<file path="config.mk">
export PLATFORM = sky130hd
export DESIGN_NAME = multi_channel_heartbeat_timeout
export DESIGN_NICKNAME = d
export VERILOG_FILES = /design/src/sv/mchb_pkg.sv /design/src/sv/multi_channel_heartbeat_timeout.sv /design/src/sv/mchb_front.sv /design/src/sv/mchb_engine.sv /design/src/sv/mchb_result_q.sv
export SDC_FILE = /design/constraint.sdc
export NUM_CORES = 1
export LEC_CHECK = 0
export BUFFER_PORTS_ARGS = -buffer_cell sky130_fd_sc_hd__buf_2
export CAP_MARGIN = 20
export CORE_AREA = 8 8 305 307
export CTS_CLUSTER_DIAMETER = 100
export DETAILED_ROUTE_END_ITERATION = 8
export DIE_AREA = 0 0 313 315
export PLACE_DENSITY = 0.74
export REMOVE_ABC_BUFFERS = 1
export SLEW_MARGIN = 15
export SYNTH_ARGS = -nofsm -noshare
export SYNTH_HDL_FRONTEND = slang
export SYNTH_HIERARCHICAL = 1
export SYNTH_SLANG_ARGS = --single-unit
</file>
<file path="constraint.sdc">
create_clock -name i_clk -period 13.38 [get_ports i_clk]
set_clock_uncertainty 0.1 [all_clocks]
set_input_delay 2.676 -clock i_clk [delete_from_list [all_inputs] [get_ports i_clk]]
set_output_delay 2.676 -clock i_clk [all_outputs]
set_load 0.05 [all_outputs]
</file>
<file path="src/sv/mchb_pkg.sv">
// Shared types and constants for the multi-channel heartbeat timeout block.
package mchb_pkg;

    localparam int IN_TIME_W = 32;
    localparam int SLOT_W    = 4;
    localparam int MAX_SLOTS = 16;

    typedef enum logic [1:0] {
        OP_REGISTER = 2'd0,
        OP_DELETE   = 2'd1,
        OP_KICK     = 2'd2,
        OP_SCAN     = 2'd3
    } t_op;

    typedef enum logic [1:0] {
        ST_IDLE,
        ST_SEARCH,
        ST_SCAN
    } t_state;

    localparam logic KIND_REG  = 1'b0;
    localparam logic KIND_SCAN = 1'b1;

    typedef struct packed {
        t_op                  op;
        logic [SLOT_W-1:0]    slot;
        logic                 in_range;
        logic [IN_TIME_W-1:0] timeout;
        logic [IN_TIME_W-1:0] now;
    } t_cmd;

    typedef struct packed {
        logic              kind;
        logic [SLOT_W-1:0] slot_out;
        logic              ok;
        logic              offline;
        logic              last;
    } t_result;

endpackage

</file>
<file path="src/sv/multi_channel_heartbeat_timeout.sv">
// Top level of the multi-channel heartbeat timeout watchdog.
//
//  channel | direction | handshake               | payload
//  --------+-----------+-------------------------+------------------------------------
//  command | in        | push / full (queue-in)  | i_func i_slot i_timeout_ms i_now_ms
//  result  | out       | empty / pop (queue-out) | o_kind o_slot_out o_ok o_offline o_last
//
// Sequence: delete and kick are handled in the idle state; register is dispatched, then
//   walks the table one slot per cycle to the first free slot, waiting there while the
//   result queue is full; scan walks every slot, holding at enabled ones while it is full;
//   the first scan and a register before it are handled in idle. Commands queue first.
// Reset: synchronous, active low; clears the armed flag, all enable bits and both
//   queues at once. No clearing pass; the block is ready the cycle after reset.
// Stalls: a result waits in the engine while the two-entry result queue is full;
//   full rises once two commands wait in the command queue.
module multi_channel_heartbeat_timeout #(
    parameter int SLOTS     = 16,
    parameter int TIME_BITS = 32
) (
    input  logic                           i_clk,
    input  logic                           i_rst_n,
    // command transfer
    input  logic                           push,
    output logic                           full,
    input  logic [1:0]                     i_func,
    input  logic [mchb_pkg::SLOT_W-1:0]    i_slot,
    input  logic [mchb_pkg::IN_TIME_W-1:0] i_timeout_ms,
    input  logic [mchb_pkg::IN_TIME_W-1:0] i_now_ms,
    // result transfer
    output logic                           empty,
    input  logic                           pop,
    output logic                           o_kind,
    output logic [mchb_pkg::SLOT_W-1:0]    o_slot_out,
    output logic                           o_ok,
    output logic                           o_offline,
    output logic                           o_last
);

    // slot fields are 4 bits wide, so at most 16 slots are reachable
    localparam int NSLOT = (SLOTS < mchb_pkg::MAX_SLOTS) ? SLOTS : mchb_pkg::MAX_SLOTS;

    logic              cmd_valid;
    logic              cmd_take;
    mchb_pkg::t_cmd    cmd;
    logic              res_push;
    logic              res_full;
    mchb_pkg::t_result res_in;
    mchb_pkg::t_result res_out;

    // front end: decode and queue commands
    mchb_front #(
        .N_SLOT(NSLOT)
    ) u_front (
        .i_clk        (i_clk),
        .i_rst_n      (i_rst_n),
        .i_push       (push),
        .o_full       (full),
        .i_func       (i_func),
        .i_slot       (i_slot),
        .i_timeout_ms (i_timeout_ms),
        .i_now_ms     (i_now_ms),
        .o_cmd_valid  (cmd_valid),
        .o_cmd        (cmd),
        .i_cmd_take   (cmd_take)
    );

    // back end: slot table and sequencer
    mchb_engine #(
        .N_SLOT    (NSLOT),
        .TIME_BITS (TIME_BITS)
    ) u_engine (
        .i_clk       (i_clk),
        .i_rst_n     (i_rst_n),
        .i_cmd_valid (cmd_valid),
        .i_cmd       (cmd),
        .o_cmd_take  (cmd_take),
        .i_res_full  (res_full),
        .o_res_push  (res_push),
        .o_res       (res_in)
    );

    // results wait here until popped; the engine keeps working while there is room
    mchb_result_q u_result_q (
        .i_clk   (i_clk),
        .i_rst_n (i_rst_n),
        .i_push  (res_push),
        .i_res   (res_in),
        .o_full  (res_full),
        .i_pop   (pop),
        .o_empty (empty),
        .o_res   (res_out)
    );

    assign o_kind     = res_out.kind;
    assign o_slot_out = res_out.slot_out;
    assign o_ok       = res_out.ok;
    assign o_offline  = res_out.offline;
    assign o_last     = res_out.last;

endmodule

</file>
<file path="src/sv/mchb_front.sv">
// Front end: accepts input items, decodes them and queues commands for the engine.
module mchb_front #(
    parameter int N_SLOT = 16
) (
    input  logic                              i_clk,
    input  logic                              i_rst_n,
    input  logic                              i_push,
    output logic                              o_full,
    input  logic [1:0]                        i_func,
    input  logic [mchb_pkg::SLOT_W-1:0]       i_slot,
    input  logic [mchb_pkg::IN_TIME_W-1:0]    i_timeout_ms,
    input  logic [mchb_pkg::IN_TIME_W-1:0]    i_now_ms,
    output logic                              o_cmd_valid,
    output mchb_pkg::t_cmd                    o_cmd,
    input  logic                              i_cmd_take
);

    mchb_pkg::t_cmd r_q [2];
    logic           r_wr_ptr;
    logic           r_rd_ptr;
    logic [1:0]     r_count;

    mchb_pkg::t_cmd dec;
    logic           wr_en;
    logic           rd_en;

    // decode: operation code and slot range check
    always_comb begin
        dec.op       = mchb_pkg::t_op'(i_func);
        dec.slot     = i_slot;
        dec.in_range = ({1'b0, i_slot} < 5'(N_SLOT));
        dec.timeout  = i_timeout_ms;
        dec.now      = i_now_ms;
    end

    assign o_full      = (r_count == 2'd2);
    assign o_cmd_valid = (r_count != 2'd0);
    assign o_cmd       = r_q[r_rd_ptr];
    assign wr_en       = i_push && !o_full;
    assign rd_en       = i_cmd_take && o_cmd_valid;

    always_ff @(posedge i_clk) begin
        if (!i_rst_n) begin
            r_wr_ptr <= 1'b0;
            r_rd_ptr <= 1'b0;
            r_count  <= 2'd0;
        end else begin
            if (wr_en) r_wr_ptr <= ~r_wr_ptr;
            if (rd_en) r_rd_ptr <= ~r_rd_ptr;
            case ({wr_en, rd_en})
                2'b10:   r_count <= r_count + 2'd1;
                2'b01:   r_count <= r_count - 2'd1;
                default: r_count <= r_count;
            endcase
        end
    end

    always_ff @(posedge i_clk) begin
        if (wr_en) r_q[r_wr_ptr] <= dec;
    end

endmodule

</file>
<file path="src/sv/mchb_engine.sv">
// Back end: slot table, free-slot search and scan sequencer.
module mchb_engine #(
    parameter int N_SLOT    = 16,
    parameter int TIME_BITS = 32
) (
    input  logic              i_clk,
    input  logic              i_rst_n,
    input  logic              i_cmd_valid,
    input  mchb_pkg::t_cmd    i_cmd,
    output logic              o_cmd_take,
    input  logic              i_res_full,
    output logic              o_res_push,
    output mchb_pkg::t_result o_res
);

    localparam int IDX_W = (N_SLOT > 1) ? $clog2(N_SLOT) : 1;
    localparam logic [IDX_W-1:0] IDX_LAST = IDX_W'(N_SLOT - 1);

    mchb_pkg::t_state     r_state, n_state;
    logic                 r_ready;
    logic [N_SLOT-1:0]    r_en;
    logic [IDX_W-1:0]     r_idx;
    logic [TIME_BITS-1:0] r_now;
    logic [TIME_BITS-1:0] r_tmo;
    logic [TIME_BITS-1:0] r_heard [N_SLOT];
    logic [TIME_BITS-1:0] r_limit [N_SLOT];

    logic [63:0]          cmd_now64, cmd_tmo64;
    logic [TIME_BITS-1:0] cmd_now, cmd_tmo;
    logic [IDX_W-1:0]     cmd_idx;
    logic                 cur_en;
    logic [TIME_BITS-1:0] age;
    logic                 offline;
    logic [N_SLOT-1:0]    above;
    logic                 last_hit;

    // control from the output block
    logic                 latch, step, ready_set, en_clr, en_wr, en_val;
    logic                 heard_wr, lim_wr;
    logic [IDX_W-1:0]     wr_idx;
    logic [TIME_BITS-1:0] heard_val, lim_val;

    assign cmd_now64 = {32'b0, i_cmd.now};
    assign cmd_tmo64 = {32'b0, i_cmd.timeout};
    assign cmd_now   = cmd_now64[TIME_BITS-1:0];
    assign cmd_tmo   = cmd_tmo64[TIME_BITS-1:0];
    assign cmd_idx   = i_cmd.slot[IDX_W-1:0];

    assign cur_en  = r_en[r_idx];
    assign age     = r_now - r_heard[r_idx];
    assign offline = (age > r_limit[r_idx]);

    always_comb begin
        for (int j = 0; j < N_SLOT; j++) begin
            above[j] = ((IDX_W+1)'(j) > {1'b0, r_idx});
        end
    end
    assign last_hit = ~|(r_en & above);

    // next state
    always_comb begin
        n_state = r_state;
        unique case (r_state)
            mchb_pkg::ST_IDLE: begin
                if (i_cmd_valid && r_ready) begin
                    if (i_cmd.op == mchb_pkg::OP_REGISTER) n_state = mchb_pkg::ST_SEARCH;
                    else if (i_cmd.op == mchb_pkg::OP_SCAN) n_state = mchb_pkg::ST_SCAN;
                end
            end
            mchb_pkg::ST_SEARCH: begin
                if ((!cur_en || r_idx == IDX_LAST) && !i_res_full) n_state = mchb_pkg::ST_IDLE;
            end
            mchb_pkg::ST_SCAN: begin
                if (r_idx == IDX_LAST && (!cur_en || !i_res_full)) n_state = mchb_pkg::ST_IDLE;
            end
            default: n_state = mchb_pkg::ST_IDLE;
        endcase
    end

    // outputs
    always_comb begin
        o_cmd_take = 1'b0;
        o_res_push = 1'b0;
        o_res      = '0;
        latch      = 1'b0;
        step       = 1'b0;
        ready_set  = 1'b0;
        en_clr     = 1'b0;
        en_wr      = 1'b0;
        en_val     = 1'b0;
        heard_wr   = 1'b0;
        lim_wr     = 1'b0;
        wr_idx     = r_idx;
        heard_val  = r_now;
        lim_val    = r_tmo;
        unique case (r_state)
            mchb_pkg::ST_IDLE: begin
                if (i_cmd_valid) begin
                    unique case (i_cmd.op)
                        mchb_pkg::OP_REGISTER: begin
                            if (r_ready) begin
                                o_cmd_take = 1'b1;
                                latch      = 1'b1;
                            end else if (!i_res_full) begin
                                // not armed yet: refuse at once
                                o_cmd_take   = 1'b1;
                                o_res_push   = 1'b1;
                                o_res.kind   = mchb_pkg::KIND_REG;
                                o_res.last   = 1'b1;
                            end
                        end
                        mchb_pkg::OP_DELETE: begin
                            o_cmd_take = 1'b1;
                            if (r_ready && i_cmd.in_range) begin
                                en_wr     = 1'b1;
                                wr_idx    = cmd_idx;
                                heard_wr  = 1'b1;
                                heard_val = cmd_now;
                                lim_wr    = 1'b1;
                                lim_val   = '0;
                            end
                        end
                        mchb_pkg::OP_KICK: begin
                            o_cmd_take = 1'b1;
                            if (r_ready && i_cmd.in_range && r_en[cmd_idx]) begin
                                wr_idx    = cmd_idx;
                                heard_wr  = 1'b1;
                                heard_val = cmd_now;
                            end
                        end
                        mchb_pkg::OP_SCAN: begin
                            o_cmd_take = 1'b1;
                            if (!r_ready) begin
                                // first scan arms the block; table starts empty
                                ready_set = 1'b1;
                                en_clr    = 1'b1;
                            end else begin
                                latch = 1'b1;
                            end
                        end
                        default: ;
                    endcase
                end
            end
            mchb_pkg::ST_SEARCH: begin
                if (!cur_en || r_idx == IDX_LAST) begin
                    if (!i_res_full) begin
                        o_res_push     = 1'b1;
                        o_res.kind     = mchb_pkg::KIND_REG;
                        o_res.ok       = !cur_en;
                        o_res.slot_out = cur_en ? '0 : mchb_pkg::SLOT_W'(r_idx);
                        o_res.last     = 1'b1;
                        if (!cur_en) begin
                            en_wr    = 1'b1;
                            en_val   = 1'b1;
                            heard_wr = 1'b1;
                            lim_wr   = 1'b1;
                        end
                    end
                end else begin
                    step = 1'b1;
                end
            end
            mchb_pkg::ST_SCAN: begin
                if (cur_en && !i_res_full) begin
                    o_res_push     = 1'b1;
                    o_res.kind     = mchb_pkg::KIND_SCAN;
                    o_res.slot_out = mchb_pkg::SLOT_W'(r_idx);
                    o_res.ok       = 1'b1;
                    o_res.offline  = offline;
                    o_res.last     = last_hit;
                end
                step = (r_idx != IDX_LAST) && (!cur_en || !i_res_full);
            end
            default: ;
        endcase
    end

    always_ff @(posedge i_clk) begin
        if (!i_rst_n) begin
            r_state <= mchb_pkg::ST_IDLE;
            r_ready <= 1'b0;
            r_en    <= '0;
            r_idx   <= '0;
        end else begin
            r_state <= n_state;
            if (ready_set) r_ready <= 1'b1;
            if (en_clr) r_en <= '0;
            else if (en_wr) r_en[wr_idx] <= en_val;
            if (latch) r_idx <= '0;
            else if (step) r_idx <= r_idx + IDX_W'(1);
        end
    end

    always_ff @(posedge i_clk) begin
        if (latch) begin
            r_now <= cmd_now;
            r_tmo <= cmd_tmo;
        end
        if (heard_wr) r_heard[wr_idx] <= heard_val;
        if (lim_wr) r_limit[wr_idx] <= lim_val;
    end

    a_no_push_when_full: assert property (@(posedge i_clk) disable iff (!i_rst_n)
        o_res_push |-> !i_res_full)
        else $error("result pushed into full queue");

    a_busy_needs_ready: assert property (@(posedge i_clk) disable iff (!i_rst_n)
        (r_state != mchb_pkg::ST_IDLE) |-> r_ready)
        else $error("sequencer busy before first scan");

    a_reg_claims_slot: assert property (@(posedge i_clk) disable iff (!i_rst_n)
        (o_res_push && r_state == mchb_pkg::ST_SEARCH && o_res.ok) |=> r_en[$past(r_idx)])
        else $error("granted slot not enabled");

    a_scan_only_enabled: assert property (@(posedge i_clk) disable iff (!i_rst_n)
        (o_res_push && o_res.kind == mchb_pkg::KIND_SCAN) |-> r_en[r_idx])
        else $error("scan status for disabled slot");

endmodule

</file>
<file path="src/sv/mchb_result_q.sv">
// Two-entry result queue between the engine and the output ports.
module mchb_result_q (
    input  logic              i_clk,
    input  logic              i_rst_n,
    input  logic              i_push,
    input  mchb_pkg::t_result i_res,
    output logic              o_full,
    input  logic              i_pop,
    output logic              o_empty,
    output mchb_pkg::t_result o_res
);

    mchb_pkg::t_result r_q [2];
    logic              r_wr_ptr;
    logic              r_rd_ptr;
    logic [1:0]        r_count;
    logic              wr_en;
    logic              rd_en;

    assign o_full  = (r_count == 2'd2);
    assign o_empty = (r_count == 2'd0);
    assign o_res   = r_q[r_rd_ptr];
    assign wr_en   = i_push && !o_full;
    assign rd_en   = i_pop && !o_empty;

    always_ff @(posedge i_clk) begin
        if (!i_rst_n) begin
            r_wr_ptr <= 1'b0;
            r_rd_ptr <= 1'b0;
            r_count  <= 2'd0;
        end else begin
            if (wr_en) r_wr_ptr <= ~r_wr_ptr;
            if (rd_en) r_rd_ptr <= ~r_rd_ptr;
            case ({wr_en, rd_en})
                2'b10:   r_count <= r_count + 2'd1;
                2'b01:   r_count <= r_count - 2'd1;
                default: r_count <= r_count;
            endcase
        end
    end

    always_ff @(posedge i_clk) begin
        if (wr_en) r_q[r_wr_ptr] <= i_res;
    end

endmodule
</file>
==> run summary <==
Status - finished clean
CORE AREA - 0.0880 mm^2
Final instance area - 0.0585 mm^2
Remaining Overflow, GRT - 0
Rel. slew slack - 23.7%
CTS Buffer Depth - 3
Share of cells above drive strength 1 - 27.7%
Final TNS setup - 0 ns
Synthesized cell area - 0.0524 mm^2
Nets - 2941
Global-route wire length before repair - 176000 um
Avg WL per Cell - 29.4 um
CTS Buf Count - 130
Antenna Nets Post-Route - 0
Placed insts - 3821
Pre-CTS WS - 5.66 ns
CP arrival - 8.16 ns
Port Buf Inserts - 83
Worst Hold Class - register to register
Slew Viols, Final - 0
Tcrit/Tclk final - 58.4%
Max IR drop VDD - 0.131 mV
Die area - 0.0986 mm^2
Slew @ Worst Pin - 1.13 ns
Final hold viol count - 0
Vias in the first global route - 27500
Static Leak - 18.6 nW
Fraction of registers with async set/reset - 0%
CP required - 13.72 ns
RD Place Congestion - 0.884
Ant. Diodes - 0
CTS tree - yes
Vias per cell - 6.60
WS Path Type - register to register
Most common cell after layout, fill and taps aside - edfxtp_1
Clock latency on the worst-skew pair - 0.72 ns
Max frequency - 0.128 GHz
Hold_buf cts - 0
Root buf cell - clkbuf_16
Layout Cells excl Fill - 4051
# DRC - 0
Number of synthesis warnings - 6
GRT Util Overall - 24.1%
Fillers - 5563
Synthesized instance count - 2638
Drt first pass iters - 6
CTS resizes - 0
Most used DFF post-synth - edfxtp_1
Post-layout util - 66.5%
Final worst slack - 5.56 ns
Routed WL - 119000 um
Row count - 109
Die X - 313 um
Largest net degree at the start of global routing - 129
Antenna violations before repair - 0
# IOs - 84
Max FO, Critical Path - 66
Startpoint Class - register
Minimum clock period after layout - 7.82 ns
Unique cell type count in the Yosys netlist - 77
Final setup fails - 0
Area post-placement - 0.0545 mm^2
Setup repair after global routing missed its margin - no
Dpl hpwl - 65000 um
Endpoint class of the critical path - register
Setup Buffers After CTS - 0
Most frequent cells in the layout - 1244 x edfxtp_1, 328 x mux4_2, 133 x clkbuf_16
Flop and latch count out of synthesis - 1281
Syn_area_per_cell - 19.9 um^2
Power Dens Cells - 160 mW/mm^2
Die height - 315 um
Initial Util - 59.5%
Max_cap viols - 0
H-Tree Depth - 4
Initial drt markers - 3336
Post-synth EDFFs - 1244
Area Overhead vs Synth - 11.8%
Register area share after synthesis - 72.7%
Clock sink count - 1281
DR vias - 26800
Clk slew on worst S/H paths - 0.06 ns
==> registers in the layout, indices dropped and copies added, names as in the netlist, named ones only <==
signal               flops
u_engine/r_limit       512
u_front/r_rd_ptr         1
u_front/r_wr_ptr         1
u_engine/r_now          32
u_front/r_q            140
u_result_q/r_q          16
u_front/r_count          2
u_engine/r_ready         1
u_engine/r_en           16
u_engine/r_state         2
u_result_q/r_count       2
u_result_q/r_wr_ptr      1
u_engine/r_idx           4
u_engine/r_heard       512
u_result_q/r_rd_ptr      1
u_engine/r_tmo          32
==> metal layers <==
| layer | part of all wire [%] | GRT usage (%) |
|---|---|---|
| met1 | 39 | 32.6 |
| met2 | 50 | 40.4 |
| met3 | 8.1 | 3.95 |
| met4 | 2.9 | 8.06 |
| met5 | 0 | 0 |
==> cell type report <==
class | instances | area (um^2) | area share [%]
Multi-Input combinational cell | 1141 | 13700 | 23.3
Sequential cell | 1281 | 38100 | 65.1
Tap cell | 1165 | 1460 | 2.49
Inverter | 93 | 350 | 0.599
Clock inverter | 78 | 679 | 1.16
Timing Repair Buffer | 141 | 863 | 1.47
Clock buffer | 152 | 3400 | 5.81
==> through the flow <==
step	power, mW	hold slack (ns)
5_1_grt	9.69	0.400
3_3_place_gp	5.94	0.371
3_5_place_dp	6.00	0.394
2_1_floorplan	5.63	0.357
6_report	9.39	0.391
4_1_cts	9.44	0.393
==> cells by family (layout without fill, tap and decap cells) <==
family	after synthesis	count (layout)	synth area share [%]
AOI/OAI and AO/OA	291	291	4.15
xor gates and xnor gates	34	34	0.569
adders and majority gates	79	79	1.90
buffers and inverters	216	464	1.67
DFF	1281	1281	72.7
muxes	415	415	16.0
other	1	1	0.00716
and+or+nand+nor	321	321	2.99
==> path summary, 6_finish.rpt <==
| check | start | endpoint | slack [ns] | cells past startpoint |
|---|---|---|---|---|
| setup / recovery | register | u_result_q/r_q[0][1]$_DFFE_PP_ | 5.56 | 20 |
| hold / removal | u_result_q/r_wr_ptr$_SDFFE_PN0N_ | u_result_q/r_wr_ptr$_SDFFE_PN0N_ | 0.39 | 2 |
| setup reg to reg | register | u_result_q/r_q[0][1]$_DFFE_PP_ | 5.56 | 20 |
| hold reg to reg | u_result_q/r_wr_ptr$_SDFFE_PN0N_ | u_result_q/r_wr_ptr$_SDFFE_PN0N_ | 0.39 | 2 |
==> critical path, stage by stage, from the launching register on <==
cell       delay, ns
dfxtp_4         0.94
buf_4           0.93
mux4_2          0.41
mux4_2          0.47
inv_1           0.12
ha_1            0.24
nor2b_1         0.14
o2111ai_1       0.28
a21oi_1         0.14
o41ai_1         0.98
o21ai_1         0.26
a311oi_1        0.46
nor2_1          0.15
a211o_1         0.30
ha_1            0.31
nand2_1         0.07
nor3_1          0.34
nand4_1         0.28
nor4_1          0.28
nor2_1          0.10
o21a_1          0.14
==> report_power, final <==
group	switching, mW	internal (mW)	leakage (nW)
sequential	0.0555	4.75	11.5
combinational	0.756	0.363	5.11
clock	1.48	1.98	1.99
==> synth_stat cells, types with 6 or more instances <==
master / number / area (um^2)
nand4_1: 13 / 81.3
buf_2: 10 / 50.1
xor2_1: 15 / 131
mux4_2: 328 / 7390
nand2b_1: 10 / 62.6
nand2_1: 104 / 390
nor2_1: 81 / 304
or3_1: 7 / 43.8
mux2i_1: 7 / 70.1
a221o_1: 28 / 280
a21oi_1: 63 / 315
nor2b_1: 45 / 282
ha_1: 78 / 976
o211ai_1: 23 / 173
edfxtp_1: 1244 / 37400
nand3_1: 14 / 70.1
clkbuf_1: 87 / 327
dfxtp_1: 37 / 741
and2_1: 12 / 75.1
xnor2_1: 19 / 166
buf_1: 19 / 71.3
a22o_1: 37 / 324
o31ai_1: 14 / 105
mux2_2: 79 / 890
o21ai_0: 25 / 125
nor3_1: 6 / 30.0
buf_6: 6 / 67.6
inv_1: 91 / 342
and3_1: 7 / 43.8
o21a_1: 15 / 113
a21o_1: 23 / 173
No activity file was read; power rests on OpenSTA's default activity.
